<file path="config.mk">
export PLATFORM = sky130hd
export DESIGN_NAME = sdi12_response_crc_check_unit
export DESIGN_NICKNAME = d
export VERILOG_FILES = /design/src/sdicrc_pkg.sv /design/src/sdicrc_frame_step.sv /design/src/sdi12_response_crc_check_unit.sv
export VERILOG_INCLUDE_DIRS = /design/src /design/src/src
export SDC_FILE = /design/constraint.sdc
export NUM_CORES = 1
export LEC_CHECK = 0
export BUFFER_PORTS_ARGS = -buffer_cell sky130_fd_sc_hd__clkbuf_2
export CAP_MARGIN = 20
export CORE_MARGIN = 3
export CORE_UTILIZATION = 38
export CTS_CLUSTER_DIAMETER = 200
export DETAILED_ROUTE_END_ITERATION = 6
export SETUP_SLACK_MARGIN = 0.3
export SLEW_MARGIN = 20
export SYNTH_ARGS = -nofsm -noshare
export SYNTH_HDL_FRONTEND = slang
export SYNTH_HIERARCHICAL = 1
export SYNTH_SLANG_ARGS = --single-unit
</file>
<file path="constraint.sdc">
create_clock -name clk -period 5.2 [get_ports clk]
set_clock_uncertainty 0.2 [all_clocks]
set_input_delay 1.04 -clock clk [delete_from_list [all_inputs] [get_ports clk]]
set_output_delay 1.04 -clock clk [all_outputs]
set_load 0.005 [all_outputs]
</file>
<file path="src/assert_macros.svh">
// Concurrent assertion helpers. Building with NO_ASSERTIONS defined leaves them empty.
`ifndef ASSERT_MACROS_SVH
`define ASSERT_MACROS_SVH

`ifndef NO_ASSERTIONS

// Property must hold at every rising edge while out of reset.
`define ASSERT_CLKD(lbl, clk, rstn, prop, msg) \
	lbl: assert property (@(posedge clk) disable iff (!rstn) (prop)) else $error(msg);

// Expression must never be true while out of reset.
`define ASSERT_NEVER(lbl, clk, rstn, expr, msg) \
	`ASSERT_CLKD(lbl, clk, rstn, !(expr), msg)

`else

`define ASSERT_CLKD(lbl, clk, rstn, prop, msg)
`define ASSERT_NEVER(lbl, clk, rstn, expr, msg)

`endif

`endif

</file>
<file path="src/sdicrc_pkg.sv">
`default_nettype none

package sdicrc_pkg;

	localparam int unsigned CrcCharCount = 3;
	localparam logic [15:0] CrcPoly      = 16'hA001;
	localparam logic [7:0]  EncMark      = 8'h40;
	localparam logic [7:0]  ChrCr        = 8'h0D;
	localparam logic [7:0]  ChrLf        = 8'h0A;
	localparam logic [1:0]  FillFull     = 2'(CrcCharCount);

	typedef logic [7:0]  octet_t;
	typedef logic [15:0] crc_t;
	typedef logic [1:0]  fill_t;
	typedef octet_t [CrcCharCount-1:0] window_t;

	// CRC accumulator together with the hold-back window; index 0 is the oldest octet.
	typedef struct packed {
		crc_t    crc;
		window_t window;
		fill_t   fill;
		logic    seen;
	} kept_state_t;

	// Packed so that crc_ok lands in the lowest bit of the result beat.
	typedef struct packed {
		logic frame_error;
		crc_t computed_crc;
		logic crc_ok;
	} result_t;

	localparam kept_state_t KeptReset = '0;

	function automatic logic is_newline(input octet_t b);
		return (b == ChrCr) || (b == ChrLf);
	endfunction

	// Reflected CRC-16 update by one octet, one bit per step.
	function automatic crc_t crc_byte(input crc_t c, input octet_t b);
		crc_t r;
		r = c ^ {8'h00, b};
		for (int k = 0; k < 8; k++) begin
			if (r[0]) begin
				r = (r >> 1) ^ CrcPoly;
			end else begin
				r = r >> 1;
			end
		end
		return r;
	endfunction

	// Push one octet into the window; the octet that falls out goes into the CRC.
	function automatic kept_state_t keep_octet(input kept_state_t s, input octet_t b);
		kept_state_t r;
		r = s;
		if (s.fill < FillFull) begin
			r.window[s.fill] = b;
			r.fill = s.fill + 2'd1;
		end else begin
			r.crc  = crc_byte(s.crc, s.window[0]);
			r.seen = 1'b1;
			for (int k = 0; k < CrcCharCount - 1; k++) begin
				r.window[k] = s.window[k+1];
			end
			r.window[CrcCharCount-1] = b;
		end
		return r;
	endfunction

endpackage

`default_nettype wire

</file>
<file path="src/sdicrc_frame_step.sv">
`default_nettype none

module sdicrc_frame_step #(
	parameter int unsigned MaxPending = 2,
	localparam int unsigned CntW      = $clog2(MaxPending + 2)
) (
	input  wire  sdicrc_pkg::octet_t      resp_byte,
	input  wire                           last_byte,
	input  wire  sdicrc_pkg::kept_state_t cur,
	input  wire                           overflow_cur,
	input  wire  logic [CntW-1:0]         pend_cnt_cur,
	input  wire  sdicrc_pkg::octet_t      pend_codes_cur [MaxPending],
	output sdicrc_pkg::kept_state_t       nxt,
	output logic                          overflow_nxt,
	output logic [CntW-1:0]               pend_cnt_nxt,
	output sdicrc_pkg::octet_t            pend_codes_nxt [MaxPending],
	output sdicrc_pkg::result_t           result
);

	logic                    nl;
	logic                    ovf_after;
	sdicrc_pkg::kept_state_t flushed;
	sdicrc_pkg::kept_state_t kept;
	sdicrc_pkg::kept_state_t fin;
	sdicrc_pkg::window_t     enc;
	logic                    err;

	assign nl = sdicrc_pkg::is_newline(resp_byte);

	// Held-back CR/LF codes turn out to be inside the frame: keep them ahead of this octet.
	always_comb begin
		flushed = cur;
		for (int k = 0; k < MaxPending; k++) begin
			if (CntW'(k) < pend_cnt_cur) begin
				flushed = sdicrc_pkg::keep_octet(flushed, pend_codes_cur[k]);
			end
		end
		kept = sdicrc_pkg::keep_octet(flushed, resp_byte);
	end

	assign ovf_after = overflow_cur | (!nl && (pend_cnt_cur > CntW'(MaxPending)));
	assign fin       = nl ? cur : kept;

	assign enc[0] = sdicrc_pkg::EncMark | {4'h0, fin.crc[15:12]};
	assign enc[1] = sdicrc_pkg::EncMark | {2'b00, fin.crc[11:6]};
	assign enc[2] = sdicrc_pkg::EncMark | {2'b00, fin.crc[5:0]};

	assign err                 = !fin.seen || (fin.fill < sdicrc_pkg::FillFull) || ovf_after;
	assign result.frame_error  = err;
	assign result.computed_crc = fin.crc;
	assign result.crc_ok       = !err && (enc == fin.window);

	always_comb begin
		pend_codes_nxt = pend_codes_cur;
		if (last_byte) begin
			nxt          = sdicrc_pkg::KeptReset;
			overflow_nxt = 1'b0;
			pend_cnt_nxt = '0;
		end else if (nl) begin
			nxt          = cur;
			overflow_nxt = overflow_cur;
			pend_cnt_nxt = pend_cnt_cur;
			for (int k = 0; k < MaxPending; k++) begin
				if (pend_cnt_cur == CntW'(k)) begin
					pend_codes_nxt[k] = resp_byte;
				end
			end
			// The count saturates one above the limit, which marks an overlong run.
			if (pend_cnt_cur <= CntW'(MaxPending)) begin
				pend_cnt_nxt = pend_cnt_cur + CntW'(1);
			end
		end else begin
			nxt          = kept;
			overflow_nxt = ovf_after;
			pend_cnt_nxt = '0;
		end
	end

endmodule

`default_nettype wire

</file>
<file path="src/sdi12_response_crc_check_unit.sv">
// Channel  Dir  tdata                                   tlast
// s_       in   [7:0] resp_byte                         last_byte
// m_       out  [0] crc_ok, [16:1] computed_crc,        -
//               [17] frame_error, [23:18] zero
//
// One beat is accepted per cycle while no final beat waits on the output register. A frame's
// result is registered from the input register once the output register is free or being emptied.
// The frame state update (up to MAX_PENDING_NEWLINES + 1 chained CRC octet updates) sits
// between the input register and the state and result registers.
// Only a final beat waits on a result still held in the output register; other beats pass.
// arst_n clears the frame state except the held-back codes; each frame's state is cleared again after its final beat.
`default_nettype none
`include "assert_macros.svh"

module sdi12_response_crc_check_unit #(
	parameter int unsigned MAX_PENDING_NEWLINES = 2
) (
	input  wire         clk,
	input  wire         arst_n,
	input  wire         s_tvalid,
	output logic        s_tready,
	input  wire  [7:0]  s_tdata,   // [7:0] resp_byte
	input  wire         s_tlast,
	output logic        m_tvalid,
	input  wire         m_tready,
	output logic [23:0] m_tdata    // [0] crc_ok, [16:1] computed_crc, [17] frame_error
);

	localparam int unsigned CntW = $clog2(MAX_PENDING_NEWLINES + 2);

	logic                    valid_s1;
	sdicrc_pkg::octet_t      byte_s1;
	logic                    last_s1;
	logic                    go_s1;

	sdicrc_pkg::kept_state_t kept_q;
	logic                    overflow_q;
	logic [CntW-1:0]         pend_cnt_q;
	sdicrc_pkg::octet_t      pend_codes_q [MAX_PENDING_NEWLINES];

	sdicrc_pkg::kept_state_t kept_nxt;
	logic                    overflow_nxt;
	logic [CntW-1:0]         pend_cnt_nxt;
	sdicrc_pkg::octet_t      pend_codes_nxt [MAX_PENDING_NEWLINES];
	sdicrc_pkg::result_t     result;

	logic                    valid_s2;
	sdicrc_pkg::result_t     result_s2;

	// A final beat may only advance once the output register is free or being emptied.
	assign go_s1    = valid_s1 && (!last_s1 || !valid_s2 || m_tready);
	assign s_tready = !valid_s1 || go_s1;

	always_ff @(posedge clk or negedge arst_n) begin
		if (!arst_n) begin
			valid_s1 <= 1'b0;
		end else if (s_tready) begin
			valid_s1 <= s_tvalid;
		end
	end

	always_ff @(posedge clk) begin
		if (s_tvalid && s_tready) begin
			byte_s1 <= s_tdata;
			last_s1 <= s_tlast;
		end
	end

	sdicrc_frame_step #(
		.MaxPending(MAX_PENDING_NEWLINES)
	) u_step (
		.resp_byte     (byte_s1),
		.last_byte     (last_s1),
		.cur           (kept_q),
		.overflow_cur  (overflow_q),
		.pend_cnt_cur  (pend_cnt_q),
		.pend_codes_cur(pend_codes_q),
		.nxt           (kept_nxt),
		.overflow_nxt  (overflow_nxt),
		.pend_cnt_nxt  (pend_cnt_nxt),
		.pend_codes_nxt(pend_codes_nxt),
		.result        (result)
	);

	always_ff @(posedge clk or negedge arst_n) begin
		if (!arst_n) begin
			kept_q     <= sdicrc_pkg::KeptReset;
			overflow_q <= 1'b0;
			pend_cnt_q <= '0;
		end else if (go_s1) begin
			kept_q     <= kept_nxt;
			overflow_q <= overflow_nxt;
			pend_cnt_q <= pend_cnt_nxt;
		end
	end

	// Codes are only read below the pending count, so they need no reset.
	always_ff @(posedge clk) begin
		if (go_s1) begin
			pend_codes_q <= pend_codes_nxt;
		end
	end

	always_ff @(posedge clk or negedge arst_n) begin
		if (!arst_n) begin
			valid_s2 <= 1'b0;
		end else if (go_s1 && last_s1) begin
			valid_s2 <= 1'b1;
		end else if (m_tready) begin
			valid_s2 <= 1'b0;
		end
	end

	always_ff @(posedge clk) begin
		if (go_s1 && last_s1) begin
			result_s2 <= result;
		end
	end

	assign m_tvalid = valid_s2;
	assign m_tdata  = {6'b000000, result_s2};

	`ASSERT_CLKD(a_last_gives_result, clk, arst_n, (go_s1 && last_s1) |=> valid_s2, "final beat produced no result")
	`ASSERT_CLKD(a_frame_cleared, clk, arst_n, (go_s1 && last_s1) |=> (kept_q.fill == 2'd0 && pend_cnt_q == '0 && !overflow_q), "state not cleared after frame")
	`ASSERT_NEVER(a_ok_without_error, clk, arst_n, valid_s2 && result_s2.crc_ok && result_s2.frame_error, "crc_ok set on a frame error")
	`ASSERT_NEVER(a_seen_needs_full, clk, arst_n, kept_q.seen && (kept_q.fill != sdicrc_pkg::FillFull), "octet left a window that was not full")
	`ASSERT_NEVER(a_pend_saturates, clk, arst_n, pend_cnt_q > CntW'(MAX_PENDING_NEWLINES + 1), "pending count beyond saturation")

endmodule

`default_nettype wire

</file>
==> report_table.html, run 1 <==
<table>
<tr><th>Metric</th><th>Value</th></tr>
<tr><th colspan="2">Run status</th></tr>
<tr><td>Result of the run</td><td>complete, but fails checks</td></tr>
<tr><td>Failing checks</td><td>DRC</td></tr>
<tr><th colspan="2">Clocking</th></tr>
<tr><td>Clock buffers created by TritonCTS</td><td>9</td></tr>
<tr><td>CTS Root Buffer Type</td><td>sky130_fd_sc_hd__clkbuf_16</td></tr>
<tr><td>CTS sink cnt</td><td>91</td></tr>
<tr><td>Clk_lat worst skew</td><td>0.37 ns</td></tr>
<tr><td>Hold bufs inserted after CTS</td><td>0</td></tr>
<tr><td>CTS tree</td><td>built</td></tr>
<tr><td>CTS Buffer Depth</td><td>2</td></tr>
<tr><td>H-tree depth</td><td>3</td></tr>
<tr><td>Clock Pin Slew Worst Setup and Hold Paths</td><td>0.08 ns</td></tr>
<tr><th colspan="2">Global routing</th></tr>
<tr><td>Global router's overall resource usage</td><td>26.2%</td></tr>
<tr><td>Global-route wire length before repair</td><td>48100 um</td></tr>
<tr><td>Number of global-route vias before repair</td><td>7519</td></tr>
<tr><td>Initial antenna violation count</td><td>0</td></tr>
<tr><td>Remaining global-route overflow</td><td>0</td></tr>
<tr><td>Maximum number of pins on one net before global-route repair</td><td>95</td></tr>
<tr><th colspan="2">Worst setup path</th></tr>
<tr><td>Gate family responsible for the most delay along the worst path</td><td>XOR/XNOR gates</td></tr>
<tr><td>WS Path Type</td><td>reg -&gt; reg</td></tr>
<tr><td>Reg-to-reg critical path endpoint</td><td>m_tdata[0]$_DFFE_PP_</td></tr>
<tr><td>Crit path arrival time</td><td>4.63 ns</td></tr>
<tr><td>Reg2Reg Launch Point</td><td>kept_q[8]$_DFFE_PN0P_</td></tr>
<tr><td>Sum of buffers and inverters on the critical path</td><td>1</td></tr>
<tr><td>Highest-delay cell along the critical path</td><td>sky130_fd_sc_hd__xnor3_2</td></tr>
<tr><td>Setup slack of the most critical reg-to-reg path</td><td>0.48 ns</td></tr>
<tr><td>Sort of element at the end of the critical path</td><td>register</td></tr>
<tr><td>Path depth of the worst reg2reg path</td><td>14</td></tr>
<tr><td>Critical path data required time</td><td>~5.1 ns</td></tr>
<tr><td>Critical path peak fanout</td><td>7</td></tr>
<tr><td>Highest cell delay on the worst timing path</td><td>0.49 ns</td></tr>
<tr><td>List of cells traversed by the critical path</td><td>xnor2_1 -&gt; buf_4 -&gt; xnor2_2 -&gt; xnor3_2 -&gt; mux2_4 -&gt; nor4_4 -&gt; mux2i_1 -&gt; nor4_4 -&gt; xnor3_1 -&gt; xnor3_2 -&gt; xor2_2 -&gt; nor3b_1 -&gt; nor4b_2 -&gt; o2111a_1</td></tr>
<tr><td>Worst Setup Start Kind</td><td>register</td></tr>
<tr><th colspan="2">Yosys</th></tr>
<tr><td>Share of Yosys cell area claimed by the top area cell type</td><td>about 15%</td></tr>
<tr><td>Number of synthesized flops with an enable pin</td><td>43</td></tr>
<tr><td>Mapped Cells</td><td>around 1000</td></tr>
<tr><td>Number of library cell types mapped by synthesis</td><td>70</td></tr>
<tr><td>Share of synthesized registers carrying an async set or reset</td><td>between 50 and 60%</td></tr>
<tr><td>Dominant cell type by area after synthesis</td><td>sky130_fd_sc_hd__edfxtp_1</td></tr>
<tr><td>Post-synth top flop</td><td>sky130_fd_sc_hd__dfrtp_1</td></tr>
<tr><td>FF+latch count, synth</td><td>91</td></tr>
<tr><td>Warnings, synthesis</td><td>6</td></tr>
<tr><td>Post-Syn Area</td><td>~8400 sq um</td></tr>
<tr><td>Post-synthesis area per instance</td><td>~8.3 sq um</td></tr>
<tr><td>Leading post-synthesis cells by cell area</td><td>sky130_fd_sc_hd__edfxtp_1, sky130_fd_sc_hd__dfrtp_1, sky130_fd_sc_hd__nand2_1, sky130_fd_sc_hd__nand4b_1, sky130_fd_sc_hd__xnor2_1</td></tr>
<tr><td>Sequential fraction of the synthesis area</td><td>29.6%</td></tr>
<tr><th colspan="2">Placed design</th></tr>
<tr><td>Dpl cell area</td><td>9050 sq um</td></tr>
<tr><td>I/O Buffers</td><td>32</td></tr>
<tr><td>DP HPWL</td><td>23000 um</td></tr>
<tr><td>Placer congestion estimate</td><td>about 1</td></tr>
<tr><th colspan="2">Power</th></tr>
<tr><td>Largest voltage drop on the vdd net</td><td>0.268 mV</td></tr>
<tr><td>Standby leakage power</td><td>about 3.8 nW</td></tr>
<tr><td>Areal power density over the cells</td><td>462 nW/um^2</td></tr>
<tr><th colspan="2">Die</th></tr>
<tr><td>Effective utilization at floorplan</td><td>39.3%</td></tr>
<tr><td>Core Region</td><td>between 20000 and 25000 sq um</td></tr>
<tr><td>DIE HEIGHT</td><td>approximately 150 um</td></tr>
<tr><td>Floorplan die area</td><td>24000 sq um</td></tr>
<tr><td>Standard-cell row count</td><td>53</td></tr>
<tr><td>Count of pins on the block boundary</td><td>39</td></tr>
<tr><td>Horizontal die dimension</td><td>155 um</td></tr>
<tr><th colspan="2">STA</th></tr>
<tr><td>Final period utilization</td><td>a little over 90%</td></tr>
<tr><td>Max Transition Viols Final</td><td>0</td></tr>
<tr><td>Endpoints failing hold</td><td>0</td></tr>
<tr><td>Final setup violation count</td><td>0</td></tr>
<tr><td>Max Fclk</td><td>0.212 GHz</td></tr>
<tr><td>Worst rel slew slack</td><td>about 36%</td></tr>
<tr><td>Setup tns final</td><td>0 ns</td></tr>
<tr><td>Worst-margin pin slew</td><td>between 0.9 and 1 ns</td></tr>
<tr><td>Final Critical Period</td><td>approximately 4.7 ns</td></tr>
<tr><td>RSZ-0062 raised after global routing</td><td>no</td></tr>
<tr><th colspan="2">Detailed routing</th></tr>
<tr><td>DRC Markers</td><td>2</td></tr>
<tr><td>Total length of routed wires</td><td>around 31000 um</td></tr>
<tr><td>Number of DRC markers in iteration 0</td><td>approximately 1200</td></tr>
<tr><td>Post-detailed-route count of antenna-violating nets</td><td>0</td></tr>
<tr><td>Count of vias placed by the detailed router</td><td>just over 8000</td></tr>
<tr><td>Via count normalized by instance count</td><td>6.18</td></tr>
<tr><td>Average wire length per cell after detail routing</td><td>23.9 um</td></tr>
<tr><td>Drt first pass iters</td><td>7</td></tr>
<tr><th colspan="2">Layout</th></tr>
<tr><td>Total number of nets in the final design</td><td>between 1000 and 1500</td></tr>
<tr><td>Number of antenna diodes</td><td>0</td></tr>
<tr><td>Finished Cell Area</td><td>9440 sq um</td></tr>
<tr><td>Share of layout cells above drive strength 1</td><td>18.7%</td></tr>
<tr><td>Most common cell after layout, fill and taps aside</td><td>sky130_fd_sc_hd__nand2_1</td></tr>
<tr><td>Most frequent cells in the layout</td><td>sky130_fd_sc_hd__nand2_1, sky130_fd_sc_hd__nor2_1, sky130_fd_sc_hd__a21oi_1</td></tr>
<tr><td>Area added between synthesis and finish</td><td>12.1%</td></tr>
<tr><th colspan="2">Hold path</th></tr>
<tr><td>Hold Path Depth</td><td>2</td></tr>
<tr><td>Startpoint of the lowest-slack hold path</td><td>kept_q[0]$_DFFE_PN0P_</td></tr>
<tr><td>Class of the most critical hold timing path</td><td>reg -&gt; reg</td></tr>
<tr><td>End point of the most critical hold path</td><td>kept_q[0]$_DFFE_PN0P_</td></tr>
<tr><th colspan="2">Run</th></tr>
<tr><td>Count of max-cap constraint violations</td><td>0</td></tr>
</table>
## state kept, by name, summed over array words and instances (netlist names)
name,cells
valid_s1,1
overflow_q,1
pend_codes_q,16
m_tvalid,1
pend_cnt_q,2
kept_q,43
last_s1,1
byte_s1,8
m_tdata,18
## cells in the mapped netlist, types with 6 or more instances
| library cell | instances |
|---|---|
| sky130_fd_sc_hd__a211oi_1 | 17 |
| sky130_fd_sc_hd__a21o_1 | 6 |
| sky130_fd_sc_hd__a21oi_1 | 74 |
| sky130_fd_sc_hd__a221oi_1 | 10 |
| sky130_fd_sc_hd__a22oi_1 | 6 |
| sky130_fd_sc_hd__buf_1 | 7 |
| sky130_fd_sc_hd__buf_2 | 20 |
| sky130_fd_sc_hd__buf_4 | 9 |
| sky130_fd_sc_hd__clkbuf_1 | 47 |
| sky130_fd_sc_hd__dfrtp_1 | 48 |
| sky130_fd_sc_hd__edfxtp_1 | 43 |
| sky130_fd_sc_hd__inv_1 | 24 |
| sky130_fd_sc_hd__mux2_2 | 9 |
| sky130_fd_sc_hd__mux2i_1 | 21 |
| sky130_fd_sc_hd__nand2_1 | 120 |
| sky130_fd_sc_hd__nand2b_1 | 54 |
| sky130_fd_sc_hd__nand4b_1 | 48 |
| sky130_fd_sc_hd__nor2_1 | 95 |
| sky130_fd_sc_hd__nor2b_1 | 21 |
| sky130_fd_sc_hd__nor3_1 | 18 |
| sky130_fd_sc_hd__nor3b_1 | 7 |
| sky130_fd_sc_hd__nor4_1 | 7 |
| sky130_fd_sc_hd__o211ai_1 | 29 |
| sky130_fd_sc_hd__o211ai_2 | 30 |
| sky130_fd_sc_hd__o21a_1 | 8 |
| sky130_fd_sc_hd__o21ai_0 | 54 |
| sky130_fd_sc_hd__o221ai_1 | 7 |
| sky130_fd_sc_hd__o22ai_1 | 19 |
| sky130_fd_sc_hd__xnor2_1 | 48 |
| sky130_fd_sc_hd__xor2_1 | 26 |
## cells by family after synthesis
kind of cell	count (synthesis)	synth area share, %
compound gates	293	24.6
xor+xnor	86	10.8
buf+inv	113	6.20
flops	91	29.6
mux	31	3.88
other cells	1	0.0445
simple gates	396	24.9
## where the power goes
part | switching, mW | internal (mW) | leakage [nW] | total [mW]
sequential | 0.208 | 0.878 | 1.04 | 1.09
clock | 0.320 | 0.362 | 0.148 | 0.682
combinational | 1.44 | 1.16 | 2.61 | 2.60
## worst min-delay path: cells and delay by family (launching register included)
family,cells,cell delay [ns]
flops,1,0.37
compound gates,1,0.07
simple gates,1,0.06
## worst max path at each step
stage                         startpoint                endpoint  slack (ns)  depth (start not counted)
2_1_floorplan      kept_q[3]$_DFFE_PN0P_    m_tdata[0]$_DFFE_PP_        0.64                         14
3_3_place_gp       kept_q[1]$_DFFE_PN0P_    m_tdata[0]$_DFFE_PP_        0.28                         14
3_5_place_dp       kept_q[1]$_DFFE_PN0P_    m_tdata[0]$_DFFE_PP_        0.21                         14
4_1_cts            kept_q[4]$_DFFE_PN0P_    m_tdata[0]$_DFFE_PP_        0.33                         13
5_1_grt        pend_cnt_q[1]$_DFFE_PN0P_  kept_q[27]$_DFFE_PN0P_        0.30                         16
6_report           kept_q[8]$_DFFE_PN0P_    m_tdata[0]$_DFFE_PP_        0.48                         14
## routing by layer
metal	up-vias	share of wire, %	GRT usage [%]
met5	-	0	0
met2	452	44	39.4
li1	3731	-	-
met3	73	9.3	5.42
met4	0	3.3	8.49
met1	3899	43	37.7
## cell type report
class                      instances  area [sq um]
clock inverter                     5          42.5
fill                            2113         12000
clock buffer                      11           254
tap                              275           344
multi-input combinational        812          5530
sequential                        91          2500
timing repair buffer             101           678
inverter                          24          90.1
## metrics by stage
stage / hold WS (ns) / util, % / power (mW) / setup slack, ns / instances
2_1_floorplan: 0.282 / - / 2.83 / 0.636 / 1016
3_3_place_gp: 0.312 / 42.2 / 3.52 / 0.282 / 1301
3_5_place_dp: 0.328 / 42.2 / 3.51 / 0.209 / 1301
4_1_cts: 0.348 / 43.7 / 4.23 / 0.332 / 1317
5_1_grt: 0.370 / 44.1 / 4.59 / 0.298 / 1319
6_report: 0.342 / 44.1 / 4.37 / 0.485 / 1319
## repair_timing
item / CTS / global route
buffers inserted: 0 / 2
resized for setup: 4 / 16
pin swaps: 0 / 4
setup endpoints to repair: 2 / 9
cloned: 0 / 0
No activity file was read; power rests on OpenSTA's default activity.
==> inputs of run 2 (changes only) <==
- RECOVER_POWER: not set -> 50
- clock period: 5.2 -> 4.1 ns (I/O delays scaled with it)
==> run 2 against run 1 <==
The run ends with capacitance limit, slew limit, setup timing left. Sequential power rose by 20%. Cell count rose by 11%. Sequential cell count did not move. Utilization rose by 7.3 points. Register-to-register slack got worse by 0.63 ns. Die area did not move. Wire length rose by 7.0%. Count of clock-buffer cells in the layout fell by 1. Final area rose by 17%. Worst setup slack got worse by 0.63 ns. Worst hold slack got worse by 0.0076 ns. Combinational power rose by 79%. Largest cell class unchanged. Highest routed layer is now met5. Largest power group unchanged.
==> report_table.html, run 2 (synthesized netlist as in run 1, its figures left out) <==
<table>
<tr><th>Metric</th><th>Value</th></tr>
<tr><th colspan="2">Worst setup path</th></tr>
<tr><td>Path depth of the worst reg2reg path</td><td>16 (+2)</td></tr>
<tr><td>Sum of buffers and inverters on the critical path</td><td>3 (+2)</td></tr>
<tr><td>WS Path Type</td><td>reg -&gt; reg</td></tr>
<tr><td>Crit path arrival time</td><td>4.16 ns (-0.47 ns)</td></tr>
<tr><td>Highest-delay cell along the critical path</td><td>sky130_fd_sc_hd__xnor3_2</td></tr>
<tr><td>Gate family responsible for the most delay along the worst path</td><td>compound AO/OA/AOI/OAI gates</td></tr>
<tr><td>Sort of element at the end of the critical path</td><td>register</td></tr>
<tr><td>Critical path peak fanout</td><td>15 (+8)</td></tr>
<tr><td>Critical path data required time</td><td>4.02 ns (-1.10 ns)</td></tr>
<tr><td>Worst Setup Start Kind</td><td>register</td></tr>
<tr><td>List of cells traversed by the critical path</td><td>buf_6 -&gt; nor2_2 -&gt; nor3_1 -&gt; buf_4 -&gt; a221oi_1 -&gt; a21oi_2 -&gt; xnor2_2 -&gt; xor2_1 -&gt; buf_4 -&gt; xnor2_1 -&gt; xnor3_2 -&gt; a31oi_4 -&gt; nor3_1 -&gt; o31ai_2 -&gt; nor4b_2 -&gt; o2111a_1</td></tr>
<tr><td>Highest cell delay on the worst timing path</td><td>0.54 ns (+0.05 ns)</td></tr>
<tr><td>Number of stages on the worst setup path</td><td>16 (+2)</td></tr>
<tr><th colspan="2">Clocking</th></tr>
<tr><td>CTS sink cnt</td><td>91 (unchanged)</td></tr>
<tr><td>Clk_lat worst skew</td><td>0.36 ns (about the same)</td></tr>
<tr><td>Clock Pin Slew Worst Setup and Hold Paths</td><td>0.08 ns (about the same)</td></tr>
<tr><td>Hold bufs inserted after CTS</td><td>0 (unchanged)</td></tr>
<tr><td>H-tree depth</td><td>3 (unchanged)</td></tr>
<tr><td>Clock buffers created by TritonCTS</td><td>9 (unchanged)</td></tr>
<tr><td>CTS tree</td><td>built</td></tr>
<tr><td>CTS Buffer Depth</td><td>2 (unchanged)</td></tr>
<tr><td>CTS Root Buffer Type</td><td>sky130_fd_sc_hd__clkbuf_16</td></tr>
<tr><th colspan="2">Layout</th></tr>
<tr><td>Non-Filler Instances</td><td>1467 (+11%)</td></tr>
<tr><td>Area added between synthesis and finish</td><td>30.7%</td></tr>
<tr><td>Most common cell after layout, fill and taps aside</td><td>sky130_fd_sc_hd__buf_4</td></tr>
<tr><td>Total number of nets in the final design</td><td>1200 (+14%)</td></tr>
<tr><td>Share of layout cells above drive strength 1</td><td>32.0% (+13 points)</td></tr>
<tr><td>Number of antenna diodes</td><td>0 (unchanged)</td></tr>
<tr><td>Register ranked first by flip-flop count</td><td>kept_q</td></tr>
<tr><td>Most frequent cells in the layout</td><td>sky130_fd_sc_hd__buf_4, sky130_fd_sc_hd__nand2_1, sky130_fd_sc_hd__nor2_1</td></tr>
<tr><td>Number of flip-flops in the largest register</td><td>43 (unchanged)</td></tr>
<tr><th colspan="2">Die</th></tr>
<tr><td>Core Region</td><td>21400 sq um (unchanged)</td></tr>
<tr><td>Effective utilization at floorplan</td><td>39.3% (unchanged)</td></tr>
<tr><td>Floorplan die area</td><td>24000 sq um (unchanged)</td></tr>
<tr><td>Standard-cell row count</td><td>53 (unchanged)</td></tr>
<tr><td>DIE HEIGHT</td><td>155 um (unchanged)</td></tr>
<tr><td>Count of pins on the block boundary</td><td>39 (unchanged)</td></tr>
<tr><td>Horizontal die dimension</td><td>155 um (unchanged)</td></tr>
<tr><th colspan="2">Power</th></tr>
<tr><td>Standby leakage power</td><td>4.58 nW (+20%)</td></tr>
<tr><td>Overall power</td><td>6.80 mW (+56%)</td></tr>
<tr><td>Clock network fraction of total power</td><td>12.3% (-3.3 points)</td></tr>
<tr><td>Largest voltage drop on the vdd net</td><td>0.330 mV (+23%)</td></tr>
<tr><td>Areal power density over the cells</td><td>618 nW/um^2 (+34%)</td></tr>
<tr><td>Internal power component</td><td>3.83 mW (+60%)</td></tr>
<tr><td>Sw frac</td><td>43.7% (-1.4 points)</td></tr>
<tr><td>Comb power frac</td><td>68.5% (+9.0 points)</td></tr>
<tr><td>Reg power frac</td><td>19.3% (-5.6 points)</td></tr>
<tr><td>Switch Pwr</td><td>2.97 mW (+51%)</td></tr>
<tr><th colspan="2">Hold path</th></tr>
<tr><td>Class of the most critical hold timing path</td><td>reg -&gt; reg</td></tr>
<tr><td>Hold Path Depth</td><td>2 (unchanged)</td></tr>
<tr><th colspan="2">STA</th></tr>
<tr><td>Max Transition Viols Final</td><td>115 (+115)</td></tr>
<tr><td>Endpoints failing hold</td><td>0 (unchanged)</td></tr>
<tr><td>Worst-case setup margin in the final layout</td><td>-0.143 ns (-0.628 ns)</td></tr>
<tr><td>Setup tns final</td><td>-0.301 ns (-0.301 ns)</td></tr>
<tr><td>RSZ-0062 raised after global routing</td><td>yes</td></tr>
<tr><td>Worst rel slew slack</td><td>-13.9% (-50 points)</td></tr>
<tr><td>Worst-margin pin slew</td><td>1.71 ns (+0.762 ns)</td></tr>
<tr><td>Final period utilization</td><td>103% (+13 points)</td></tr>
<tr><td>Max Fclk</td><td>0.236 GHz (+11%)</td></tr>
<tr><td>Final setup violation count</td><td>4 (+4)</td></tr>
<tr><td>Final Critical Period</td><td>4.24 ns (-0.472 ns)</td></tr>
<tr><th colspan="2">Detailed routing</th></tr>
<tr><td>DRC Markers</td><td>0 (-2)</td></tr>
<tr><td>Count of vias placed by the detailed router</td><td>8722 (+7.0%)</td></tr>
<tr><td>Via count normalized by instance count</td><td>5.95 (-3.8%)</td></tr>
<tr><td>Drt first pass iters</td><td>6 (-1)</td></tr>
<tr><td>Number of DRC markers in iteration 0</td><td>820 (-31%)</td></tr>
<tr><td>Total length of routed wires</td><td>33700 um (+7.0%)</td></tr>
<tr><td>Post-detailed-route count of antenna-violating nets</td><td>0 (unchanged)</td></tr>
<tr><td>Average wire length per cell after detail routing</td><td>22.9 um (-3.8%)</td></tr>
<tr><th colspan="2">Placed design</th></tr>
<tr><td>Placer congestion estimate</td><td>0.974 (-4.7%)</td></tr>
<tr><td>Number of placed cells counting well taps</td><td>1425 (+9.5%)</td></tr>
<tr><td>DP HPWL</td><td>25100 um (+9.2%)</td></tr>
<tr><td>I/O Buffers</td><td>32 (unchanged)</td></tr>
<tr><th colspan="2">Global routing</th></tr>
<tr><td>Number of global-route vias before repair</td><td>8168 (+8.6%)</td></tr>
<tr><td>Remaining global-route overflow</td><td>0 (unchanged)</td></tr>
<tr><td>Initial antenna violation count</td><td>1 (+1)</td></tr>
<tr><td>Global router's overall resource usage</td><td>27.5% (+1.3 points)</td></tr>
<tr><td>Maximum number of pins on one net before global-route repair</td><td>48 (-49%)</td></tr>
<tr><td>Global-route wire length before repair</td><td>50600 um (+5.3%)</td></tr>
<tr><th colspan="2">Run status</th></tr>
<tr><td>Result of the run</td><td>complete, but fails checks</td></tr>
<tr><td>Failing checks</td><td>capacitance limit, slew limit, setup timing</td></tr>
<tr><th colspan="2">Run</th></tr>
<tr><td>Count of max-cap constraint violations</td><td>4 (+4)</td></tr>
</table>
==> run 2: worst paths after layout <==
kind                                           start                     end  slack, ns
max in group asynchronous                     arst_n  kept_q[30]$_DFFE_PN0P_       0.77
hold / removal                 kept_q[0]$_DFFE_PN0P_   kept_q[0]$_DFFE_PN0P_       0.33
setup reg to reg           pend_cnt_q[1]$_DFFE_PN0P_    m_tdata[0]$_DFFE_PP_      -0.14
min in group asynchronous                     arst_n    m_tvalid$_DFFE_PN0P_       0.70
hold reg to reg                kept_q[0]$_DFFE_PN0P_   kept_q[0]$_DFFE_PN0P_       0.33
setup / recovery           pend_cnt_q[1]$_DFFE_PN0P_    m_tdata[0]$_DFFE_PP_      -0.14
==> run 2: cell type report <==
type | count | area [sq um]
tap | 275 | 344
multi-input combinational | 812 | 5960
clock inverter | 6 | 50.0
timing repair buffer | 249 | 1840
sequential | 91 | 2500
inverter | 24 | 90.1
clock buffer | 10 | 229
fill | 2072 | 10400
==> run 2: metrics by stage <==
step / utilization, % / cell area [sq um] / hold slack [ns] / setup WS, ns
after global routing: 51.4 / 11000 / 0.371 / -0.332
after global placement: 47.3 / 10100 / 0.325 / -0.213
final: 51.4 / 11000 / 0.334 / -0.143
after detailed placement: 47.3 / 10100 / 0.322 / -0.228
after CTS: 50.0 / 10700 / 0.341 / -0.0134
after floorplan: - / 8590 / 0.282 / 0.0632
==> run 2: routing by layer <==
| layer | global-route usage, % | part of all wire (%) | vias to the layer above |
|---|---|---|---|
| met5 | 0 | 0.039 | - |
| met4 | 9.42 | 3.4 | 2 |
| met3 | 4.92 | 7.8 | 65 |
| met2 | 41.8 | 45 | 414 |
| met1 | 39.4 | 44 | 4225 |
| li1 | - | - | 4016 |
==> run 2: power groups by stage <==
stage                     combinational [mW]  sequential (mW)  clock [mW]
final                                   4.65             1.31       0.834
after global routing                    4.92             1.33       0.890
after CTS                               4.13             1.31       0.850
after detailed placement                3.77             1.32           0
after global placement                  3.77             1.31           0
after floorplan                         2.43             1.28           0
==> run 2: what timing repair did <==
action / in CTS / in global routing
cloned: 0 / 1
setup endpoints to repair: 11 / 12
pin swaps: 13 / 13
endpoints found under the hold margin: 0 / 0
resized for setup: 45 / 47
buffers inserted: 11 / 14
==> run 2: worst reg2reg max path, delay by kind of cell (launching register included) <==
family | cells | cell delay [ns]
AO/OA/AOI/OAI | 5 | 1.38
XOR/XNOR | 4 | 1.09
buffers and inverters | 3 | 0.48
flip-flops | 1 | 0.44
AND/OR/NAND/NOR | 4 | 0.42
==> inputs of run 3 (changes only) <==
- clock period: 4.1 -> 5 ns (I/O delays scaled with it)
==> run 3 against run 2 <==
The flow finishes with violations (capacitance limit, slew limit). Sequential cell count unchanged. Die area unchanged. Combinational power decreased by 41%. Clock power decreased by 14%. Critical path type unchanged. Highest routed layer is now met4.
==> report_table.html, run 3 (synthesized netlist as in run 1, its figures left out) <==
<table>
<tr><th>Metric</th><th>Value</th></tr>
<tr><th colspan="2">Clocking</th></tr>
<tr><td>Clock Pin Slew Worst Setup and Hold Paths</td><td>0.07 ns (about the same)</td></tr>
<tr><td>CTS sink cnt</td><td>91 (unchanged)</td></tr>
<tr><td>Clk_lat worst skew</td><td>0.35 ns (about the same)</td></tr>
<tr><td>Clock buffers created by TritonCTS</td><td>9 (unchanged)</td></tr>
<tr><td>CTS Buffer Depth</td><td>2 (unchanged)</td></tr>
<tr><td>Hold bufs inserted after CTS</td><td>0 (unchanged)</td></tr>
<tr><td>CTS tree</td><td>built</td></tr>
<tr><td>H-tree depth</td><td>3 (unchanged)</td></tr>
<tr><td>CTS Root Buffer Type</td><td>sky130_fd_sc_hd__clkbuf_16</td></tr>
<tr><th colspan="2">Worst setup path</th></tr>
<tr><td>Reg-to-reg critical path endpoint</td><td>m_tdata[0]$_DFFE_PP_</td></tr>
<tr><td>Reg2Reg Launch Point</td><td>pend_cnt_q[0]$_DFFE_PN0P_</td></tr>
<tr><td>Setup slack of the most critical reg-to-reg path</td><td>0.47 ns (+0.61 ns)</td></tr>
<tr><td>Highest cell delay on the worst timing path</td><td>0.49 ns (-0.05 ns)</td></tr>
<tr><td>Critical path launch point</td><td>pend_cnt_q[0]$_DFFE_PN0P_</td></tr>
<tr><td>Critical path peak fanout</td><td>9 (-6)</td></tr>
<tr><td>Highest-delay cell along the critical path</td><td>sky130_fd_sc_hd__dfrtp_2</td></tr>
<tr><td>Path depth of the worst reg2reg path</td><td>16 (unchanged)</td></tr>
<tr><td>Critical path capture point</td><td>m_tdata[0]$_DFFE_PP_</td></tr>
<tr><td>Sort of element at the end of the critical path</td><td>register</td></tr>
<tr><td>List of cells traversed by the critical path</td><td>buf_4 -&gt; o21ai_1 -&gt; buf_4 -&gt; o22ai_1 -&gt; a211oi_1 -&gt; buf_4 -&gt; xor2_1 -&gt; xor2_1 -&gt; xor3_1 -&gt; xor2_1 -&gt; a21o_1 -&gt; a31oi_1 -&gt; nor4_1 -&gt; nor3_2 -&gt; xnor2_1 -&gt; o2111a_1</td></tr>
<tr><td>Worst Setup Start Kind</td><td>register</td></tr>
<tr><td>WS Path Type</td><td>reg -&gt; reg</td></tr>
<tr><td>Crit path arrival time</td><td>4.44 ns (+0.28 ns)</td></tr>
<tr><td>Critical path data required time</td><td>4.91 ns (+0.89 ns)</td></tr>
<tr><th colspan="2">Detailed routing</th></tr>
<tr><td>Via count normalized by instance count</td><td>6.19 (+4.1%)</td></tr>
<tr><td>Total length of routed wires</td><td>32000 um (-4.9%)</td></tr>
<tr><td>Count of vias placed by the detailed router</td><td>8237 (-5.6%)</td></tr>
<tr><td>Drt first pass iters</td><td>7 (+1)</td></tr>
<tr><td>Post-detailed-route count of antenna-violating nets</td><td>0 (unchanged)</td></tr>
<tr><td>Average wire length per cell after detail routing</td><td>24.0 um (+4.8%)</td></tr>
<tr><td>DRC Markers</td><td>0 (unchanged)</td></tr>
<tr><td>Number of DRC markers in iteration 0</td><td>1090 (+33%)</td></tr>
<tr><th colspan="2">Hold path</th></tr>
<tr><td>Class of the most critical hold timing path</td><td>reg -&gt; reg</td></tr>
<tr><th colspan="2">Global routing</th></tr>
<tr><td>Global router's overall resource usage</td><td>26.1% (-1.4 points)</td></tr>
<tr><td>Number of global-route vias before repair</td><td>7712 (-5.6%)</td></tr>
<tr><td>Remaining global-route overflow</td><td>0 (unchanged)</td></tr>
<tr><td>Global-route wire length before repair</td><td>48200 um (-4.9%)</td></tr>
<tr><td>Initial antenna violation count</td><td>0 (-1)</td></tr>
<tr><td>Maximum number of pins on one net before global-route repair</td><td>95 (+98%)</td></tr>
<tr><th colspan="2">Run status</th></tr>
<tr><td>Result of the run</td><td>complete, but fails checks</td></tr>
<tr><td>Failing checks</td><td>capacitance limit, slew limit</td></tr>
<tr><th colspan="2">Layout</th></tr>
<tr><td>Number of antenna diodes</td><td>0 (unchanged)</td></tr>
<tr><td>Number of flip-flops in the largest register</td><td>43 (unchanged)</td></tr>
<tr><td>Area added between synthesis and finish</td><td>13.1%</td></tr>
<tr><td>Total number of nets in the final design</td><td>1064 (-11%)</td></tr>
<tr><td>Area occupied by multi-input gates</td><td>5540 sq um (-7.0%)</td></tr>
<tr><td>Most common cell after layout, fill and taps aside</td><td>sky130_fd_sc_hd__nand2_1</td></tr>
<tr><td>Sequential Area</td><td>2500 sq um (unchanged)</td></tr>
<tr><td>Register ranked first by flip-flop count</td><td>kept_q</td></tr>
<tr><td>Count of fill cells added during filler insertion</td><td>2173 (+4.9%)</td></tr>
<tr><td>Most frequent cells in the layout</td><td>sky130_fd_sc_hd__nand2_1, sky130_fd_sc_hd__nor2_1, sky130_fd_sc_hd__buf_4</td></tr>
<tr><td>Finished Cell Area</td><td>9530 sq um (-13%)</td></tr>
<tr><td>Share of layout cells above drive strength 1</td><td>18.8% (-13 points)</td></tr>
<tr><th colspan="2">STA</th></tr>
<tr><td>Final Critical Period</td><td>4.53 ns (+0.287 ns)</td></tr>
<tr><td>Max Transition Viols Final</td><td>49 (-57%)</td></tr>
<tr><td>Endpoints failing hold</td><td>0 (unchanged)</td></tr>
<tr><td>Final setup violation count</td><td>0 (-4)</td></tr>
<tr><td>Worst-margin pin slew</td><td>3.07 ns (+1.36 ns)</td></tr>
<tr><td>Setup tns final</td><td>0 ns (+0.301 ns)</td></tr>
<tr><td>Final period utilization</td><td>90.6% (-13 points)</td></tr>
<tr><td>Worst rel slew slack</td><td>-105% (-91 points)</td></tr>
<tr><td>Max Fclk</td><td>0.221 GHz (-6.3%)</td></tr>
<tr><td>RSZ-0062 raised after global routing</td><td>no</td></tr>
<tr><th colspan="2">Placed design</th></tr>
<tr><td>Dpl cell area</td><td>9120 sq um (-9.9%)</td></tr>
<tr><td>DP HPWL</td><td>23300 um (-7.4%)</td></tr>
<tr><td>I/O Buffers</td><td>32 (unchanged)</td></tr>
<tr><td>Placer congestion estimate</td><td>1.03 (+5.7%)</td></tr>
<tr><th colspan="2">Run</th></tr>
<tr><td>Count of max-cap constraint violations</td><td>1 (-3)</td></tr>
<tr><th colspan="2">Die</th></tr>
<tr><td>Core Region</td><td>21400 sq um (unchanged)</td></tr>
<tr><td>DIE HEIGHT</td><td>155 um (unchanged)</td></tr>
<tr><td>Effective utilization at floorplan</td><td>39.3% (unchanged)</td></tr>
<tr><td>Floorplan die area</td><td>24000 sq um (unchanged)</td></tr>
<tr><td>Horizontal die dimension</td><td>155 um (unchanged)</td></tr>
<tr><td>Count of pins on the block boundary</td><td>39 (unchanged)</td></tr>
<tr><td>Standard-cell row count</td><td>53 (unchanged)</td></tr>
<tr><th colspan="2">Power</th></tr>
<tr><td>Areal power density over the cells</td><td>482 nW/um^2 (-22%)</td></tr>
<tr><td>Standby leakage power</td><td>3.83 nW (-16%)</td></tr>
<tr><td>Largest voltage drop on the vdd net</td><td>0.257 mV (-22%)</td></tr>
</table>
## run 3: cell count changes in the layout (fill, tap and decap cells not counted), sizes merged
cell and change:
clkbuf -4, bufinv +1, clkinvlp -1, buf -132
## run 3: critical path: cells and delay by family, from the launching register on
family                    cells  cell delay [ns]
AOI/OAI and AO/OA             6             1.26
xor gates and xnor gates      5             1.20
buffers and inverters         3             0.60
and+or+nand+nor               2             0.52
DFF                           1             0.49
## run 3: worst min-delay path by stage
stage,slack (ns),endpoint,start,depth (start not counted)
2_1_floorplan,0.28,kept_q[3]$_DFFE_PN0P_,kept_q[3]$_DFFE_PN0P_,2
3_3_place_gp,0.32,kept_q[0]$_DFFE_PN0P_,kept_q[0]$_DFFE_PN0P_,2
3_5_place_dp,0.34,kept_q[0]$_DFFE_PN0P_,kept_q[0]$_DFFE_PN0P_,2
4_1_cts,0.36,kept_q[0]$_DFFE_PN0P_,kept_q[0]$_DFFE_PN0P_,2
5_1_grt,0.39,kept_q[0]$_DFFE_PN0P_,kept_q[0]$_DFFE_PN0P_,2
6_report,0.35,kept_q[0]$_DFFE_PN0P_,kept_q[0]$_DFFE_PN0P_,2
## run 3: repair_timing
| item | 4_1_cts | 5_1_grt |
|---|---|---|
| resized for setup | 3 | 25 |
| pin swaps | 1 | 3 |
| buffers inserted | 1 | 3 |
| hold endpoints to repair | 0 | 0 |
| endpoints found under the setup margin | 2 | 4 |
## run 3: area by class of cell
| class | instances | share of cell area [%] |
|---|---|---|
| clock inverter | 6 | 0.762 |
| tap | 275 | 3.61 |
| timing repair buffer | 113 | 7.85 |
| clock buffer | 10 | 2.40 |
| sequential | 91 | 26.3 |
| inverter | 24 | 0.946 |
| multi-input combinational | 812 | 58.2 |
## run 3: layer usage
layer / routed length (um) / global-route usage (%) / vias to the layer above
met5: 0 / 0 / -
met4: 1320 / 9.88 / 0
met3: 2740 / 4.09 / 70
met2: 14700 / 41.1 / 434
met1: 13300 / 36.1 / 3988
li1: - / - / 3745
## run 3: power by group
| part | switching, mW | internal [mW] |
|---|---|---|
| combinational | 1.52 | 1.23 |
| clock | 0.323 | 0.395 |
| sequential | 0.202 | 0.913 |
| total | 2.05 | 2.54 |
## run 3: per-stage QoR
stage          total power [mW]  utilization, %  instances  hold WS, ns  setup WS, ns
2_1_floorplan              2.94               -       1016        0.282         0.436
3_3_place_gp               3.71            42.6       1311        0.320         0.303
3_5_place_dp               3.72            42.6       1311        0.340         0.166
4_1_cts                    4.47            44.1       1328        0.358         0.313
5_1_grt                    4.81            44.5       1331        0.392         0.287
6_report                   4.59            44.5       1331        0.352         0.470
